### config.mk
export PLATFORM = sky130hd
export DESIGN_NAME = kmeans_1d_three_cluster
export DESIGN_NICKNAME = d
export VERILOG_FILES = /design/src/design/km1d3_pkg.sv /design/src/design/kmeans_1d_three_cluster.sv
export SDC_FILE = /design/constraint.sdc
export NUM_CORES = 2
export LEC_CHECK = 0
export BUFFER_PORTS_ARGS = -buffer_cell sky130_fd_sc_hd__buf_2
export CAP_MARGIN = 20
export CORE_AREA = 10 10 310 312
export CTS_CLUSTER_SIZE = 12
export DETAILED_ROUTE_END_ITERATION = 7
export DIE_AREA = 0 0 320 322
export GPL_TIMING_DRIVEN = 0
export PLACE_DENSITY = 0.77
export SYNTH_ARGS = -nofsm -noshare
export SYNTH_HDL_FRONTEND = slang
export SYNTH_SLANG_ARGS = --single-unit
### constraint.sdc
create_clock -name i_clk -period 8.15 [get_ports i_clk]
set_clock_uncertainty 0.1 [all_clocks]
set_input_delay 2.445 -clock i_clk [delete_from_list [all_inputs] [get_ports i_clk]]
set_output_delay 2.445 -clock i_clk [all_outputs]
set_load 0.01 [all_outputs]
### src/design/km1d3_pkg.sv
`default_nettype none

package km1d3_pkg;

    localparam int unsigned DATA_W   = 8;
    localparam int unsigned CFG_IDX_W = 8;

    // Configuration register indexes
    localparam logic [CFG_IDX_W-1:0] CFG_START_A    = 8'd0;
    localparam logic [CFG_IDX_W-1:0] CFG_START_B    = 8'd1;
    localparam logic [CFG_IDX_W-1:0] CFG_START_C    = 8'd2;
    localparam logic [CFG_IDX_W-1:0] CFG_PASS_LIMIT = 8'd3;

    localparam logic [DATA_W-1:0] RST_START_A    = 8'd35;
    localparam logic [DATA_W-1:0] RST_START_B    = 8'd42;
    localparam logic [DATA_W-1:0] RST_START_C    = 8'd49;
    localparam logic [DATA_W-1:0] RST_PASS_LIMIT = 8'd64;

    typedef struct packed {
        logic [DATA_W-1:0] sample;
        logic              last_sample;
    } t_in_req;

    typedef struct packed {
        logic [DATA_W-1:0] centroid_a;
        logic [DATA_W-1:0] centroid_b;
        logic [DATA_W-1:0] centroid_c;
        logic              converged;
        logic [DATA_W-1:0] passes_used;
    } t_out_rsp;

    typedef enum logic [2:0] {
        S_IDLE,
        S_SCAN,
        S_DRAIN,
        S_DIV_SEL,
        S_DIV,
        S_PASS_END,
        S_FINISH
    } t_state;

endpackage

`default_nettype wire

### src/design/kmeans_1d_three_cluster.sv
// Channel | Direction | Handshake          | Payload
// in      | input     | i_in_valid/o_in_stall   | km1d3_pkg::t_in_req
// out     | output    | o_out_valid/i_out_stall | km1d3_pkg::t_out_rsp
// cfg     | input     | i_cfg_valid/o_cfg_ready | i_cfg_index, i_cfg_data
//
// Loading takes one cycle per sample while idle (one write port of the store).
// After the last sample, each pass reads the store once and then divides each
// non-empty cluster with one shared restoring divider; an empty one is skipped
// and keeps its centroid. S_PASS_END then closes the pass.
// o_in_stall stays high from the last sample until the result is registered.
// Reset clears the count and control; the store needs no clearing pass.
// A result held by i_out_stall keeps the next one back; loading continues.
`default_nettype none

module kmeans_1d_three_cluster #(
    parameter int unsigned MAX_SAMPLES = 128
) (
    input  wire logic                                i_clk,
    input  wire logic                                i_rst_n,
    input  wire logic                                i_in_valid,
    output logic                                     o_in_stall,
    input  wire km1d3_pkg::t_in_req                  i_in_data,
    output logic                                     o_out_valid,
    input  wire logic                                i_out_stall,
    output km1d3_pkg::t_out_rsp                      o_out_data,
    input  wire logic                                i_cfg_valid,
    output logic                                     o_cfg_ready,
    input  wire logic [km1d3_pkg::CFG_IDX_W-1:0]     i_cfg_index,
    input  wire logic [km1d3_pkg::DATA_W-1:0]        i_cfg_data
);

    localparam int unsigned AW = (MAX_SAMPLES > 1) ? $clog2(MAX_SAMPLES) : 1;
    localparam int unsigned CW = $clog2(MAX_SAMPLES + 1);
    localparam int unsigned SW = CW + km1d3_pkg::DATA_W;
    localparam int unsigned DW = km1d3_pkg::DATA_W;

    km1d3_pkg::t_state r_state, n_state;

    logic [DW-1:0] r_start_a, r_start_b, r_start_c, r_pass_limit;

    logic [DW-1:0] r_mem [MAX_SAMPLES];
    logic [DW-1:0] r_rd_data;
    logic          r_rd_vld;

    logic [CW-1:0] r_count;
    logic [AW-1:0] r_scan_idx;

    logic [DW-1:0] r_cen  [3];
    logic [SW-1:0] r_sum  [3];
    logic [CW-1:0] r_size [3];

    logic [1:0]    r_k;
    logic [2:0]    r_bit;
    logic [SW-1:0] r_rem;
    logic [DW-1:0] r_quo;
    logic          r_changed;
    logic [DW-1:0] r_pass_cnt;
    logic          r_conv;

    logic          r_out_valid;
    km1d3_pkg::t_out_rsp r_out;

    logic          in_acc;
    logic          store_full;
    logic [AW-1:0] last_idx;
    logic [DW-1:0] da, db, dc;
    logic [1:0]    pick;
    logic [SW-1:0] trial;
    logic          take;
    logic [DW-1:0] quo_nxt;
    logic [SW-1:0] rem_nxt;
    logic [DW:0]   pass_nxt;
    logic [DW:0]   limit;
    logic          pass_stop;
    logic          out_free;

    assign o_cfg_ready = 1'b1;
    assign o_in_stall  = (r_state != km1d3_pkg::S_IDLE);
    assign in_acc      = i_in_valid && !o_in_stall;
    assign store_full  = (r_count == CW'(MAX_SAMPLES));
    assign last_idx    = AW'(r_count - CW'(1));
    assign out_free    = !r_out_valid || !i_out_stall;
    assign o_out_valid = r_out_valid;
    assign o_out_data  = r_out;

    // Nearest centroid; ties fall to the later cluster
    always_comb begin
        da = (r_rd_data >= r_cen[0]) ? r_rd_data - r_cen[0] : r_cen[0] - r_rd_data;
        db = (r_rd_data >= r_cen[1]) ? r_rd_data - r_cen[1] : r_cen[1] - r_rd_data;
        dc = (r_rd_data >= r_cen[2]) ? r_rd_data - r_cen[2] : r_cen[2] - r_rd_data;
        if (da < db && da < dc) begin
            pick = 2'd0;
        end else if (db < dc) begin
            pick = 2'd1;
        end else begin
            pick = 2'd2;
        end
    end

    // One restoring divide step; the mean never exceeds 8 bits
    always_comb begin
        trial   = SW'(r_size[r_k]) << r_bit;
        take    = (r_rem >= trial);
        rem_nxt = take ? r_rem - trial : r_rem;
        quo_nxt = r_quo;
        if (take) begin
            quo_nxt[r_bit] = 1'b1;
        end
    end

    always_comb begin
        pass_nxt  = {1'b0, r_pass_cnt} + (DW+1)'(1);
        limit     = (r_pass_limit == '0) ? (DW+1)'(1) : {1'b0, r_pass_limit};
        pass_stop = !r_changed || (pass_nxt >= limit);
    end

    always_comb begin
        n_state = r_state;
        unique case (r_state)
            km1d3_pkg::S_IDLE: begin
                if (in_acc && i_in_data.last_sample) begin
                    n_state = km1d3_pkg::S_SCAN;
                end
            end
            km1d3_pkg::S_SCAN: begin
                if (r_scan_idx == last_idx) begin
                    n_state = km1d3_pkg::S_DRAIN;
                end
            end
            km1d3_pkg::S_DRAIN: n_state = km1d3_pkg::S_DIV_SEL;
            km1d3_pkg::S_DIV_SEL: begin
                if (r_size[r_k] != '0) begin
                    n_state = km1d3_pkg::S_DIV;
                end else if (r_k == 2'd2) begin
                    n_state = km1d3_pkg::S_PASS_END;
                end
            end
            km1d3_pkg::S_DIV: begin
                if (r_bit == 3'd0) begin
                    n_state = (r_k == 2'd2) ? km1d3_pkg::S_PASS_END : km1d3_pkg::S_DIV_SEL;
                end
            end
            km1d3_pkg::S_PASS_END: begin
                n_state = pass_stop ? km1d3_pkg::S_FINISH : km1d3_pkg::S_SCAN;
            end
            km1d3_pkg::S_FINISH: begin
                if (out_free) begin
                    n_state = km1d3_pkg::S_IDLE;
                end
            end
            default: n_state = km1d3_pkg::S_IDLE;
        endcase
    end

    always_ff @(posedge i_clk) begin
        if (!i_rst_n) begin
            r_state <= km1d3_pkg::S_IDLE;
        end else begin
            r_state <= n_state;
        end
    end

    always_ff @(posedge i_clk) begin
        if (!i_rst_n) begin
            r_start_a    <= km1d3_pkg::RST_START_A;
            r_start_b    <= km1d3_pkg::RST_START_B;
            r_start_c    <= km1d3_pkg::RST_START_C;
            r_pass_limit <= km1d3_pkg::RST_PASS_LIMIT;
        end else if (i_cfg_valid && o_cfg_ready) begin
            unique case (i_cfg_index)
                km1d3_pkg::CFG_START_A:    r_start_a    <= i_cfg_data;
                km1d3_pkg::CFG_START_B:    r_start_b    <= i_cfg_data;
                km1d3_pkg::CFG_START_C:    r_start_c    <= i_cfg_data;
                km1d3_pkg::CFG_PASS_LIMIT: r_pass_limit <= i_cfg_data;
                default: ;
            endcase
        end
    end

    // Sample store: one write port, one registered read port
    always_ff @(posedge i_clk) begin
        if (in_acc && !store_full) begin
            r_mem[r_count[AW-1:0]] <= i_in_data.sample;
        end
        r_rd_data <= r_mem[r_scan_idx];
    end

    always_ff @(posedge i_clk) begin
        if (!i_rst_n) begin
            r_count     <= '0;
            r_rd_vld    <= 1'b0;
            r_out_valid <= 1'b0;
        end else begin
            r_rd_vld <= (r_state == km1d3_pkg::S_SCAN);
            // Count every stored sample, the last one too; drop on a full store
            if (in_acc && !store_full) begin
                r_count <= r_count + CW'(1);
            end else if (r_state == km1d3_pkg::S_FINISH && out_free) begin
                r_count <= '0;
            end
            if (r_state == km1d3_pkg::S_FINISH && out_free) begin
                r_out_valid <= 1'b1;
            end else if (!i_out_stall) begin
                r_out_valid <= 1'b0;
            end
        end
    end

    always_ff @(posedge i_clk) begin
        // Start a set: load centroids and clear the pass count
        if (r_state == km1d3_pkg::S_IDLE && in_acc && i_in_data.last_sample) begin
            r_cen[0]   <= r_start_a;
            r_cen[1]   <= r_start_b;
            r_cen[2]   <= r_start_c;
            r_pass_cnt <= '0;
        end
        if (n_state == km1d3_pkg::S_SCAN && r_state != km1d3_pkg::S_SCAN) begin
            r_scan_idx <= '0;
            r_changed  <= 1'b0;
            for (int k = 0; k < 3; k++) begin
                r_sum[k]  <= '0;
                r_size[k] <= '0;
            end
        end else if (r_state == km1d3_pkg::S_SCAN) begin
            r_scan_idx <= r_scan_idx + AW'(1);
        end
        if (r_rd_vld) begin
            for (int k = 0; k < 3; k++) begin
                if (pick == 2'(k)) begin
                    r_sum[k]  <= r_sum[k] + SW'(r_rd_data);
                    r_size[k] <= r_size[k] + CW'(1);
                end
            end
        end
        if (r_state == km1d3_pkg::S_DRAIN) begin
            r_k <= 2'd0;
        end
        if (r_state == km1d3_pkg::S_DIV_SEL) begin
            r_rem <= r_sum[r_k];
            r_quo <= '0;
            r_bit <= 3'd7;
            // Empty cluster: keep its centroid and move on
            if (r_size[r_k] == '0) begin
                r_k <= r_k + 2'd1;
            end
        end
        if (r_state == km1d3_pkg::S_DIV) begin
            r_rem <= rem_nxt;
            r_quo <= quo_nxt;
            r_bit <= r_bit - 3'd1;
            if (r_bit == 3'd0) begin
                r_cen[r_k] <= quo_nxt;
                if (quo_nxt != r_cen[r_k]) begin
                    r_changed <= 1'b1;
                end
                r_k <= r_k + 2'd1;
            end
        end
        if (r_state == km1d3_pkg::S_PASS_END) begin
            r_pass_cnt <= pass_nxt[DW-1:0];
            r_conv     <= !r_changed;
        end
        if (r_state == km1d3_pkg::S_FINISH && out_free) begin
            r_out.centroid_a  <= r_cen[0];
            r_out.centroid_b  <= r_cen[1];
            r_out.centroid_c  <= r_cen[2];
            r_out.converged   <= r_conv;
            r_out.passes_used <= r_pass_cnt;
        end
    end

endmodule

`default_nettype wire

==> metrics.txt <==
# TYPE chip_impl_metric gauge
chip_impl_metric{name="ys.warnings.count",unit=""} 0
chip_impl_metric{name="final-seq-area",unit="sq um"} 37210
chip_impl_metric{name="p_int",unit="uW"} 12880
chip_impl_metric{name="diodes",unit=""} 0
chip_impl_metric{name="count_of_input_and_output_buffers",unit=""} 64
chip_impl_metric{name="post_synth.cell_area_avg",unit="sq um"} 17.38
chip_impl_metric{name="antenna_left",unit=""} 0
chip_impl_metric{name="total_leakage_power",unit="uW"} 0.02004
chip_impl_metric{name="ioPinCount",unit=""} 66
chip_impl_info{name="r2r-start",value="r_rd_data[1]"} 1
chip_impl_metric{name="initial_core_util",unit=""} 0.6080
chip_impl_metric{name="cts-hold-fix-buffers",unit=""} 0
chip_impl_metric{name="finish.net_count",unit=""} 3521
chip_impl_info{name="unrepaired_setup_endpoints_after_global_routing",value="no"} 1
chip_impl_info{name="cts_tree",value="yes"} 1
chip_impl_metric{name="p_clk_frac",unit=""} 0.306
chip_impl_metric{name="timing.final.crit_period",unit="ps"} 6729
chip_impl_metric{name="netSwitchingPower",unit="uW"} 5670
chip_impl_metric{name="power_frac_comb",unit=""} 0.286
chip_impl_metric{name="async_reset_ff_frac",unit=""} 0
chip_impl_metric{name="post_dr_wirelength_cell",unit="um"} 30.55
chip_impl_metric{name="report.final.slew_viol_count",unit=""} 0
chip_impl_metric{name="ys_seq_area_frac",unit=""} 0.6830
chip_impl_metric{name="power.share.switching",unit=""} 0.3056
chip_impl_metric{name="synthToLayoutAreaGrowth",unit="%"} 11.50
chip_impl_metric{name="die_height",unit="um"} 322
chip_impl_metric{name="drive_above_1_share",unit=""} 0.1923
chip_impl_metric{name="multiInputGateArea",unit="sq um"} 16250
chip_impl_metric{name="crit_required",unit="ps"} 8540
chip_impl_metric{name="cts-resized-gates",unit=""} 0
chip_impl_info{name="ys_top_cells_by_area",value="sky130_fd_sc_hd__edfxtp_1 66%, sky130_fd_sc_hd__mux4_2 14%, sky130_fd_sc_hd__ha_1 2.9%, sky130_fd_sc_hd__dfxtp_1 2.3%, sky130_fd_sc_hd__nor2_1 2.0%"} 1
chip_impl_metric{name="fillers",unit=""} 5576
chip_impl_info{name="root_buffer",value="sky130_fd_sc_hd__clkbuf_16"} 1
chip_impl_metric{name="worst-slew-pin-transition",unit="ps"} 1263
chip_impl_metric{name="arrival",unit="ps"} 7120
chip_impl_metric{name="timing.critical_path.fanout_max",unit=""} 22
chip_impl_metric{name="grt_overflow_total",unit=""} 0
chip_impl_metric{name="hpwl",unit="um"} 91690
chip_impl_metric{name="netlist_area",unit="sq um"} 54480
chip_impl_metric{name="fin_setup_tns",unit="ps"} 0
chip_impl_metric{name="mappedNetlistNets",unit=""} 3301
chip_impl_metric{name="routed_via_density",unit=""} 6.680
chip_impl_metric{name="power_frac_seq",unit=""} 0.409
chip_impl_metric{name="placementRows",unit=""} 110
chip_impl_metric{name="p_per_area",unit="nW/um^2"} 305.5
chip_impl_info{name="yosys_most_used_dff",value="sky130_fd_sc_hd__edfxtp_1"} 1
chip_impl_metric{name="final_report_hold_violation_count",unit=""} 0
chip_impl_metric{name="grt_antenna_before_repair",unit=""} 2
chip_impl_metric{name="floorplan.core_area",unit="sq um"} 89600
chip_impl_info{name="critical_path_class",value="reg -> reg"} 1
chip_impl_metric{name="cap_violations",unit=""} 0
chip_impl_metric{name="cts_sink_count",unit=""} 1260
chip_impl_info{name="hold_path.startpoint",value="r_conv"} 1
chip_impl_metric{name="worstSkewPairLatency",unit="ps"} 750
chip_impl_metric{name="number_of_cells_produced_by_synthesis",unit=""} 3135
chip_impl_metric{name="vias_in_the_first_global_route",unit=""} 31640
chip_impl_metric{name="grt_first_pass_wirelength",unit="um"} 207800
chip_impl_metric{name="ctsHtreeMaxLevel",unit=""} 4
chip_impl_metric{name="hold_slack",unit="ps"} 324.0
chip_impl_metric{name="timing.max_slew.rel_slack",unit=""} 0.1578
chip_impl_metric{name="cts_max_path_buffers",unit=""} 3
chip_impl_info{name="startpoint_type",value="flop"} 1
chip_impl_info{name="status",value="completed"} 1
chip_impl_metric{name="finalSetupViolations",unit=""} 0
chip_impl_metric{name="min_period_over_period",unit=""} 0.8256
chip_impl_info{name="min_path_type",value="reg -> reg"} 1
chip_impl_metric{name="drt-total-wl",unit="um"} 140600
chip_impl_metric{name="drtIter0Drc",unit=""} 4036
chip_impl_metric{name="die-width",unit="um"} 320
chip_impl_metric{name="yosys_register_bits",unit=""} 1260
chip_impl_info{name="cp-startpoint",value="r_rd_data[1]"} 1
chip_impl_metric{name="grt_use_total",unit=""} 0.2738
chip_impl_info{name="crit_path_end_kind",value="flop"} 1
chip_impl_metric{name="drt_pre_antenna_iters",unit=""} 8
chip_impl_metric{name="synth_largest_type_area_fraction",unit=""} 0.6598
chip_impl_info{name="synthDominantAreaCellType",value="sky130_fd_sc_hd__edfxtp_1"} 1
chip_impl_metric{name="clk_pin_slew_worst_paths",unit="ps"} 60
chip_impl_metric{name="grt_start_max_net_pins",unit=""} 93
chip_impl_metric{name="postCtsSetupBuffers",unit=""} 0
chip_impl_metric{name="synth_cell_types",unit=""} 72
chip_impl_metric{name="vias",unit=""} 30750
chip_impl_metric{name="gp_congestion",unit=""} 0.9161
chip_impl_metric{name="synth_edf_count",unit=""} 1197
chip_impl_metric{name="fmaxAchievable",unit="MHz"} 148.6
chip_impl_metric{name="die-area",unit="sq um"} 103000
chip_impl_metric{name="max_vdd_drop",unit="uV"} 239.2
chip_impl_metric{name="cts_buffers",unit=""} 131
chip_impl_metric{name="drc",unit=""} 0
through the flow:
step	setup WS [ps]	total power (uW)	utilization	instance area [sq um]	cells
after floorplan	2801	11260	-	54480	3135
after global placement	1044	12680	0.6280	56270	4375
after detailed placement	951.1	12840	0.6321	56640	4391
after CTS	901.5	18510	0.6764	60600	4596
after global routing	872.5	19250	0.6779	60740	4603
final	1421	18550	0.6779	60740	4603
cell usage in the layout, fill, tap and decap left out, types with 16 or more instances in the layout:
| cell | count |
|---|---|
| sky130_fd_sc_hd__nor3_1 | 16 |
| sky130_fd_sc_hd__dfxtp_1 | 63 |
| sky130_fd_sc_hd__nand2_1 | 133 |
| sky130_fd_sc_hd__nand2b_1 | 16 |
| sky130_fd_sc_hd__a21oi_1 | 65 |
| sky130_fd_sc_hd__o211ai_1 | 25 |
| sky130_fd_sc_hd__buf_2 | 85 |
| sky130_fd_sc_hd__inv_1 | 107 |
| sky130_fd_sc_hd__xnor2_1 | 43 |
| sky130_fd_sc_hd__xor2_1 | 65 |
| sky130_fd_sc_hd__edfxtp_1 | 1197 |
| sky130_fd_sc_hd__a21o_1 | 31 |
| sky130_fd_sc_hd__mux2_2 | 16 |
| sky130_fd_sc_hd__buf_1 | 21 |
| sky130_fd_sc_hd__clkbuf_1 | 121 |
| sky130_fd_sc_hd__nor2b_1 | 46 |
| sky130_fd_sc_hd__o21ai_0 | 86 |
| sky130_fd_sc_hd__mux4_2 | 345 |
| sky130_fd_sc_hd__nand3_1 | 58 |
| sky130_fd_sc_hd__clkbuf_16 | 133 |
| sky130_fd_sc_hd__and3_1 | 19 |
| sky130_fd_sc_hd__and2_1 | 16 |
| sky130_fd_sc_hd__ha_1 | 126 |
| sky130_fd_sc_hd__nor2_1 | 290 |
| sky130_fd_sc_hd__mux2i_1 | 83 |
worst max-delay path, cell delays in order (launching register included):
cell	delay (ps)
sky130_fd_sc_hd__dfxtp_1	840
sky130_fd_sc_hd__inv_1	600
sky130_fd_sc_hd__ha_1	460
sky130_fd_sc_hd__and4_1	200
sky130_fd_sc_hd__a2111oi_1	560
sky130_fd_sc_hd__o311ai_0	260
sky130_fd_sc_hd__o211ai_1	160
sky130_fd_sc_hd__o2111ai_1	150
sky130_fd_sc_hd__a221o_1	380
sky130_fd_sc_hd__a311oi_1	290
sky130_fd_sc_hd__a211oi_1	90
sky130_fd_sc_hd__xnor2_1	270
sky130_fd_sc_hd__ha_1	290
sky130_fd_sc_hd__o21ai_0	70
sky130_fd_sc_hd__a22oi_1	140
sky130_fd_sc_hd__o21ai_1	570
sky130_fd_sc_hd__clkbuf_1	470
sky130_fd_sc_hd__nand2_1	290
sky130_fd_sc_hd__buf_16	250
layout make-up:
| type | instances | share of cell area |
|---|---|---|
| well taps | 1176 | 0.02422 |
| plain buffers | 144 | 0.01005 |
| inverters | 109 | 0.006736 |
| repair buffers | 87 | 0.01364 |
| clock buffers | 170 | 0.05774 |
| multi-input cells | 1622 | 0.2675 |
| flip-flops and latches | 1260 | 0.6125 |
| clock inverters | 35 | 0.007539 |
metal layers:
metal	global-route usage	wire [um]
met5	0.007722	147
met4	0.1229	6928
met3	0.07190	14410
met2	0.4489	68430
met1	0.3418	50690
power groups by stage:
stage / sequential [uW] / combinational (uW) / clock [uW]
after detailed placement: 7720 / 5120 / 0
final: 7580 / 5300 / 5670
after global placement: 7710 / 4970 / 0
after global routing: 7600 / 5720 / 5940
after floorplan: 7600 / 3670 / 0
after CTS: 7580 / 5210 / 5720
state kept, by name (all words and copies together) (netlist names), 7 cells and up:
signal        count
r_mem          1024
r_start_a         8
o_out_data       33
r_scan_idx        7
r_start_c         8
r_rd_data         8
r_quo             8
r_rem            16
r_start_b         8
r_size           24
r_count           8
r_pass_cnt        8
r_sum            48
r_cen            32
r_pass_limit      8
worst paths after layout:
check / endpoint / slack (ps) / cells past startpoint
worst min-delay path: o_out_data[8] / 320 / 0
worst max register to register: r_sum[2][12] / 1420 / 18
worst min register to register: o_out_data[8] / 320 / 0
worst max-delay path: r_sum[2][12] / 1420 / 18
logic make-up (layout without fill, tap and decap cells):
| family | Yosys count | after routing | share of synthesized area |
|---|---|---|---|
| AO/OA/AOI/OAI | 292 | 292 | 0.03383 |
| buffers and inverters | 253 | 545 | 0.01872 |
| XOR/XNOR | 108 | 108 | 0.01736 |
| multiplexers | 444 | 444 | 0.1612 |
| other | 1 | 1 | 0.00006884 |
| AND/OR/NAND/NOR | 641 | 641 | 0.05324 |
| flip-flops | 1260 | 1260 | 0.6830 |
| adder cells (fa/ha/maj) | 136 | 136 | 0.03261 |
synth_stat cells (all sizes together) (3+ instances only):
library cell  number
a2111oi            3
a211o              5
a211oi             4
a21boi             6
a21o              31
a21oi             65
a22oi              5
a31oi             12
and2              17
and3              19
and4               5
buf               56
clkbuf            88
dfxtp             63
edfxtp          1197
fa                10
ha               126
inv              107
mux2              16
mux2i             83
mux4             345
nand2            133
nand2b            16
nand3             58
nand3b             3
nand4              9
nor2             290
nor2b             46
nor3              17
nor4               8
o2111ai            5
o211ai            25
o21a               6
o21ai             89
o21bai             6
o22ai              6
o31ai              3
or2                6
or3                7
xnor2             43
xor2              65
Note: power is estimated with default switching activity, not from simulation.
